--- src/sv/bta_ram.sv ---
// Generic single-write, single-read RAM with registered read data.
module bta_ram #(
  parameter int unsigned WIDTH = 8,
  parameter int unsigned DEPTH = 16
) (
  input  logic                     clk_i,
  input  logic                     we_i,
  input  logic [$clog2(DEPTH)-1:0] waddr_i,
  input  logic [WIDTH-1:0]         wdata_i,
  input  logic [$clog2(DEPTH)-1:0] raddr_i,
  output logic [WIDTH-1:0]         rdata_o
);
  logic [WIDTH-1:0] mem [DEPTH];

  always_ff @(posedge clk_i) begin
    if (we_i) mem[waddr_i] <= wdata_i;
    rdata_o <= mem[raddr_i];
  end
endmodule

--- config.mk ---
export PLATFORM = sky130hd
export DESIGN_NAME = bta_ram
export DESIGN_NICKNAME = d
export VERILOG_FILES = /design/src/sv/bta_ram.sv
export SDC_FILE = /design/constraint.sdc
export NUM_CORES = 1
export LEC_CHECK = 0
export BUFFER_PORTS_ARGS = -buffer_cell sky130_fd_sc_hd__buf_2
export CORE_MARGIN = 2
export CORE_UTILIZATION = 45
export CTS_CLUSTER_DIAMETER = 120
export DETAILED_ROUTE_END_ITERATION = 12
export PLACE_DENSITY = 0.65
export SYNTH_ARGS = -nofsm -noshare
export SYNTH_HDL_FRONTEND = slang
export SYNTH_SLANG_ARGS = --single-unit
--- constraint.sdc ---
create_clock -name clk_i -period 3.2 [get_ports clk_i]
set_input_delay 0.64 -clock clk_i [delete_from_list [all_inputs] [get_ports clk_i]]
set_output_delay 0.64 -clock clk_i [all_outputs]
set_load 0.01 [all_outputs]
==> flow_summary.json, run 1 <==
{
  "netlist_instances": 229,
  "max_cap_violations": 0,
  "netlist_top_cells_area": "sky130_fd_sc_hd__edfxtp_1 (75%), sky130_fd_sc_hd__mux4_2 (7.9%), sky130_fd_sc_hd__mux4_1 (7.1%), sky130_fd_sc_hd__dfxtp_1 (3.1%), sky130_fd_sc_hd__a22oi_1 (2.3%)",
  "synth_largest_type_area_fraction_pct": 74.67,
  "ys.flop_type": "sky130_fd_sc_hd__edfxtp_1",
  "yosys.area_share.xor_xnor_pct": 0,
  "cts-buffers-inserted": 17,
  "slowest_cell_delay_on_critical_path_ps": 540,
  "clk_pin_slew_worst_paths_ps": 60,
  "per_cell_routed_wire_length_um": 21.89,
  "post_synth_num_cell_types": 19,
  "endpoint_kind": "register",
  "initial_core_util_pct": 45.67,
  "yosys-mux-area-fraction_pct": 15.02,
  "synth_nets": 247,
  "pin_count": 26,
  "wl_mm": 9.586,
  "gr-usage-all-layers_pct": 17.13,
  "power_per_cell_area_nw_per_um2": 670.5,
  "route.antenna.remaining_nets": 0,
  "gp_congestion": 0.6997,
  "post-place-cells": 406,
  "cts_setup_buffers": 0,
  "synth-adder-area-share_pct": 0,
  "async_flop_share_pct": 0,
  "std_cell_rows": 39,
  "timing.critical_path.fanout_max": 17,
  "maxSlewViolCount": 0,
  "drt_pass1_iterations": 4,
  "dp.final_hpwl_mm": 5.898,
  "fillCellCount": 823,
  "finalClockSkew_ps": 6.644,
  "clock-root-buffer": "sky130_fd_sc_hd__clkbuf_16",
  "worstSkewPairLatency_ps": 410,
  "avgSynthCellArea_um2": 22.48,
  "grt_antenna_before_repair": 0,
  "design.final.nets": 300,
  "area.growth.synth_to_final_pct": 18.38,
  "timing.final.hold_violations": 0,
  "totalNegativeSetupSlack_ps": 0,
  "post-route-drc-count": 0,
  "global_route_wire_length_before_repair_mm": 14.95,
  "fp.coreArea_um2": 11270,
  "preCtsSetupSlack_ps": 710.2,
  "cell_with_the_most_instances_after_synthesis": "sky130_fd_sc_hd__edfxtp_1",
  "synth-edff-count": 128,
  "htree_num_levels": 4,
  "worstPathRequired_ps": 3490,
  "power_leakage_nw": 2.082,
  "numPortBuffers": 25,
  "synth_top_family_by_area": "multiplexers",
  "ctsHoldBuffers": 0,
  "drt_iter0_markers": 177,
  "cts.repair.resized": 0,
  "synth-simple-area-share_pct": 3.184,
  "rsz0062_at_grt": "no",
  "dieWidth_um": 111.0,
  "fmax_mhz": 496.8,
  "fp.dieArea_um2": 12310,
  "grt_start_max_net_pins": 33,
  "timing.final.ws_setup_ps": 1187,
  "synth_cell_count_leaders": "sky130_fd_sc_hd__edfxtp_1 (128), sky130_fd_sc_hd__mux4_2 (18), sky130_fd_sc_hd__a22oi_1 (16), sky130_fd_sc_hd__mux4_1 (14), sky130_fd_sc_hd__nor2_1 (13)",
  "setup-violations-final": 0,
  "detailroute.via_count": 2411,
  "number_of_synthesized_register_bits": 136,
  "worst_setup_path_start_kind": "primary input",
  "cts.path.max_buffers": 2,
  "n_antenna_cell": 0,
  "cp.arrival_ps": 2300,
  "min-delay-path-class": "primary input to register",
  "vias_per_cell": 5.505,
  "height_of_the_die_um": 111.0,
  "timing.slew.headroom_pct": 45.72,
  "time_the_worst_path_needs_with_i_o_delays_and_setup_ps": 2013,
  "cpMaxStageDelayCell": "sky130_fd_sc_hd__mux4_2",
  "fin_cells": 438,
  "status": "completed",
  "tritoncts_num_sinks": 136,
  "synth_largest_area_cell": "sky130_fd_sc_hd__edfxtp_1",
  "final_layout_size_suffix_gt1_share_pct": 31.53,
  "gr-total-overflow": 0,
  "timing.final.crit_share_pct": 62.90,
  "worstSetupPathType": "primary input to register",
  "ys_warn_count": 0,
  "worst-slew-pin-transition_ps": 812.6,
  "syn_area_um2": 5147,
  "path_cells": "buf_2, buf_4, mux4_2, a22oi_1, nand2_1",
  "first_global_vias": 2512,
  "power.ir.vdd_worst_mv": 0.3142,
  "complex_gate_fraction_of_the_synthesized_area_pct": 2.333,
  "register_area_share_after_synthesis_pct": 77.78,
  "tritoncts": "done"
}
-- per-stage QoR --
stage / hold WS, ps / instance area [µm²] / util (%) / total power (W)
floorplan: 629.3 / 5147 / - / 0.002144
global placement: 651.8 / 5508 / 48.86 / 0.002220
detailed placement: 651.7 / 5508 / 48.86 / 0.002224
CTS: 594.8 / 6093 / 54.06 / 0.004119
global route: 618.8 / 6093 / 54.06 / 0.004210
finish: 609.4 / 6093 / 54.06 / 0.004086
-- critical path, delay by kind of cell --
| kind | cells | cell delay (ps) |
|---|---|---|
| simple gates | 1 | 80 |
| compound gates | 1 | 290 |
| mux | 1 | 540 |
| buf+inv | 2 | 750 |
-- power by group --
part | switching, W | internal (W)
logic | 0.000105 | 0.0000768
registers | 0.0000101 | 0.00199
clock network | 0.000688 | 0.00121
-- kinds of logic after synthesis --
group | after synthesis
buffers and inverters | 10
AOI/OAI and AO/OA | 16
muxes | 32
and+or+nand+nor | 35
DFF | 136
-- cells in the final DEF (no fill, tap or decap), drive strengths merged, types with 2 or more instances in the layout --
cell | synthesis | final
dfxtp | 8 | 8
bufinv | 0 | 3
a22oi | 16 | 16
nand3b | 2 | 2
buf | 7 | 44
edfxtp | 128 | 128
nand2b | 2 | 2
nor3 | 4 | 4
clkinvlp | 0 | 2
mux4 | 32 | 32
clkbuf | 0 | 18
nor2 | 13 | 13
clkinv | 0 | 8
nand2 | 9 | 9
-- metal layers --
metal	global-route usage [%]	wire length, µm	part of all wire (%)	vias to the layer above
li1	-	-	-	1079
met1	23.32	4007	42	1254
met2	26.50	4951	52	71
met3	4.593	535	5.6	7
met4	7.250	91	0.95	0
met5	0	0	0	-
-- cell type report --
class,count,area [µm²],share of cell area [%]
Clock buffer,18,429.2,7.043
Clock inverter,14,156.4,2.567
Multi-Input combinational cell,83,1057,17.35
Sequential cell,136,4004,65.71
Tap cell,143,178.9,2.936
Timing Repair Buffer,44,267.8,4.394
-- path summary, 6_finish.rpt --
| path | startpoint | end | slack [ps] | cells past startpoint |
|---|---|---|---|---|
| min reg2reg | mem[14][2] | rdata_o[2] | 660 | 3 |
| min | wdata_i[1] | mem[5][1] | 610 | 1 |
| max | raddr_i[0] | rdata_o[7] | 1190 | 5 |
| max reg2reg | mem[1][3] | rdata_o[3] | 1740 | 3 |
-- sequential cells by signal (all words and copies together) (netlist names) --
signal	count
mem	128
rdata_o	8
(Power assumes the default switching activity.)
==> run 2, diff against run 1 <==
==> constraint.sdc (replaced) <==
create_clock -name clk_i -period 2 [get_ports clk_i]
set_input_delay 0.4 -clock clk_i [delete_from_list [all_inputs] [get_ports clk_i]]
set_output_delay 0.4 -clock clk_i [all_outputs]
set_load 0.01 [all_outputs]
==> run 2 against run 1 <==
Routed wire length down 1.9%; sequential cell count unchanged; hold slack worse by 230 ps; sequential power up 61%; non-clock buffer count up 8; final cell count up 1.8%; sequential share of layout area down 0.52 points; final area up 0.80%; via count up 0.75%; critical path depth unchanged; critical path type unchanged; largest cell class unchanged; largest power group unchanged.
==> flow_summary.json, run 2 (synthesis results as in run 1) <==
{
  "cp.arrival_ps": 1680,
  "clock-root-buffer": "sky130_fd_sc_hd__clkbuf_16",
  "min-delay-path-class": "primary input to register",
  "numPortBuffers": 25,
  "largest_register_ffs": 128,
  "layout.cells.most_common_list": "sky130_fd_sc_hd__edfxtp_1 (128), sky130_fd_sc_hd__buf_2 (25), sky130_fd_sc_hd__buf_4 (25)",
  "fp.coreArea_um2": 11270,
  "max_cap_violations": 0,
  "global_route_wire_length_before_repair_mm": 14.52,
  "first_global_vias": 2506,
  "cp_top_family": "multiplexers",
  "power_per_cell_area_nw_per_um2": 1031,
  "detailroute.via_count": 2429,
  "worst-slew-pin-transition_ps": 400.8,
  "tritoncts_num_sinks": 136,
  "gr-total-overflow": 0,
  "ctsHoldBuffers": 0,
  "cts_setup_buffers": 0,
  "path_cells": "buf_2, buf_4, mux4_1, a22oi_1, nand2_1",
  "multi_input_area_um2": 1057,
  "gp_congestion": 0.7107,
  "timing.final.hold_violations": 0,
  "setup-violations-final": 0,
  "clk_pin_slew_worst_paths_ps": 50,
  "cts.repair.resized": 0,
  "fp.dieArea_um2": 12310,
  "post-route-util_pct": 54.49,
  "fmax_mhz": 715.5,
  "drt_pass1_iterations": 4,
  "endpoint_kind": "register",
  "tritoncts": "done",
  "timing.critical_path.fanout_max": 6,
  "std_cell_rows": 39,
  "slowest_cell_delay_on_critical_path_ps": 590,
  "timing.final.crit_share_pct": 69.88,
  "cpMaxStageDelayCell": "sky130_fd_sc_hd__mux4_1",
  "finalClockSkew_ps": 15.87,
  "design.final.nets": 308,
  "rsz0062_at_grt": "no",
  "timing.critical_path.buf_inv": 2,
  "grt_antenna_before_repair": 0,
  "timing.final.ws_setup_ps": 602.4,
  "seq_area_um2": 4004,
  "worstPathRequired_ps": 2280,
  "biggestRegsByFlops": "mem (128), rdata_o (8)",
  "totalNegativeSetupSlack_ps": 0,
  "worstSetupPathType": "primary input to register",
  "timing.slew.headroom_pct": 73.22,
  "vias_per_cell": 5.446,
  "final_layout_size_suffix_gt1_share_pct": 32.67,
  "drt_iter0_markers": 120,
  "route.antenna.remaining_nets": 0,
  "dp.final_hpwl_mm": 6.163,
  "whs_ps": 374.9,
  "power_leakage_nw": 2.120,
  "top_register": "mem",
  "area.growth.synth_to_final_pct": 19.32,
  "preCtsSetupSlack_ps": 180.2,
  "cts-buffers-inserted": 17,
  "time_the_worst_path_needs_with_i_o_delays_and_setup_ps": 1398,
  "status": "completed",
  "gr-usage-all-layers_pct": 16.63,
  "initial_core_util_pct": 45.67,
  "htree_num_levels": 4,
  "height_of_the_die_um": 111.0,
  "fillCellCount": 853,
  "cts.path.max_buffers": 2,
  "maxSlewViolCount": 0,
  "per_cell_routed_wire_length_um": 21.08,
  "grt_start_max_net_pins": 20,
  "n_antenna_cell": 0,
  "post-route-drc-count": 0,
  "worst_setup_path_start_kind": "primary input",
  "wl_mm": 9.400,
  "pin_count": 26,
  "worstSkewPairLatency_ps": 410,
  "power.ir.vdd_worst_mv": 0.4592,
  "dieWidth_um": 111.0,
  "layout_commonest_cell": "sky130_fd_sc_hd__edfxtp_1"
}
## run 2: changes by cell type in the layout (fill, tap and decap cells not counted)
cell and change:
sky130_fd_sc_hd__buf_12 +2, sky130_fd_sc_hd__buf_4 +6, sky130_fd_sc_hd__bufinv_16 -2, sky130_fd_sc_hd__clkbuf_8 +3, sky130_fd_sc_hd__clkinv_1 +2, sky130_fd_sc_hd__clkinv_4 -1
sky130_fd_sc_hd__clkinvlp_4 -1, sky130_fd_sc_hd__inv_6 -1
## run 2: report_power, final
part | leakage, nW | internal (W) | switching, W | total [W]
clock | 0.275 | 0.00178 | 0.00104 | 0.00282
combinational | 0.621 | 0.000136 | 0.000170 | 0.000305
sequential | 1.22 | 0.00319 | 0.0000178 | 0.00321
## run 2: path summary, 6_finish.rpt
check,slack [ps],endpoint,from,cells after the start
min reg2reg,680,rdata_o[1],mem[15][1],3
max,600,rdata_o[0],raddr_i[0],5
min,370,mem[2][3],wdata_i[3],1
max reg2reg,640,rdata_o[0],mem[5][0],3
## run 2: per-stage QoR
stage	std cells	instance area [µm²]	power [W]
2_1_floorplan	229	5147	0.003430
3_3_place_gp	414	5593	0.003566
3_5_place_dp	414	5593	0.003574
4_1_cts	446	6142	0.006399
5_1_grt	446	6142	0.006552
6_report	446	6142	0.006331
## run 2: final cells by class
class | instances | share of cell area, %
clock buffer | 21 | 7.659
clock inverter | 11 | 1.283
multi-input combinational | 83 | 17.21
sequential | 136 | 65.19
tap | 143 | 2.913
timing repair buffer | 52 | 5.745
## run 2: metal layers
layer	up-vias	routed length (µm)	global-route usage, %
li1	1095	-	-
met2	77	4918	26.99
met3	6	579	5.085
met4	0	89	5.750
met5	-	0	0
met1	1251	3813	21.59
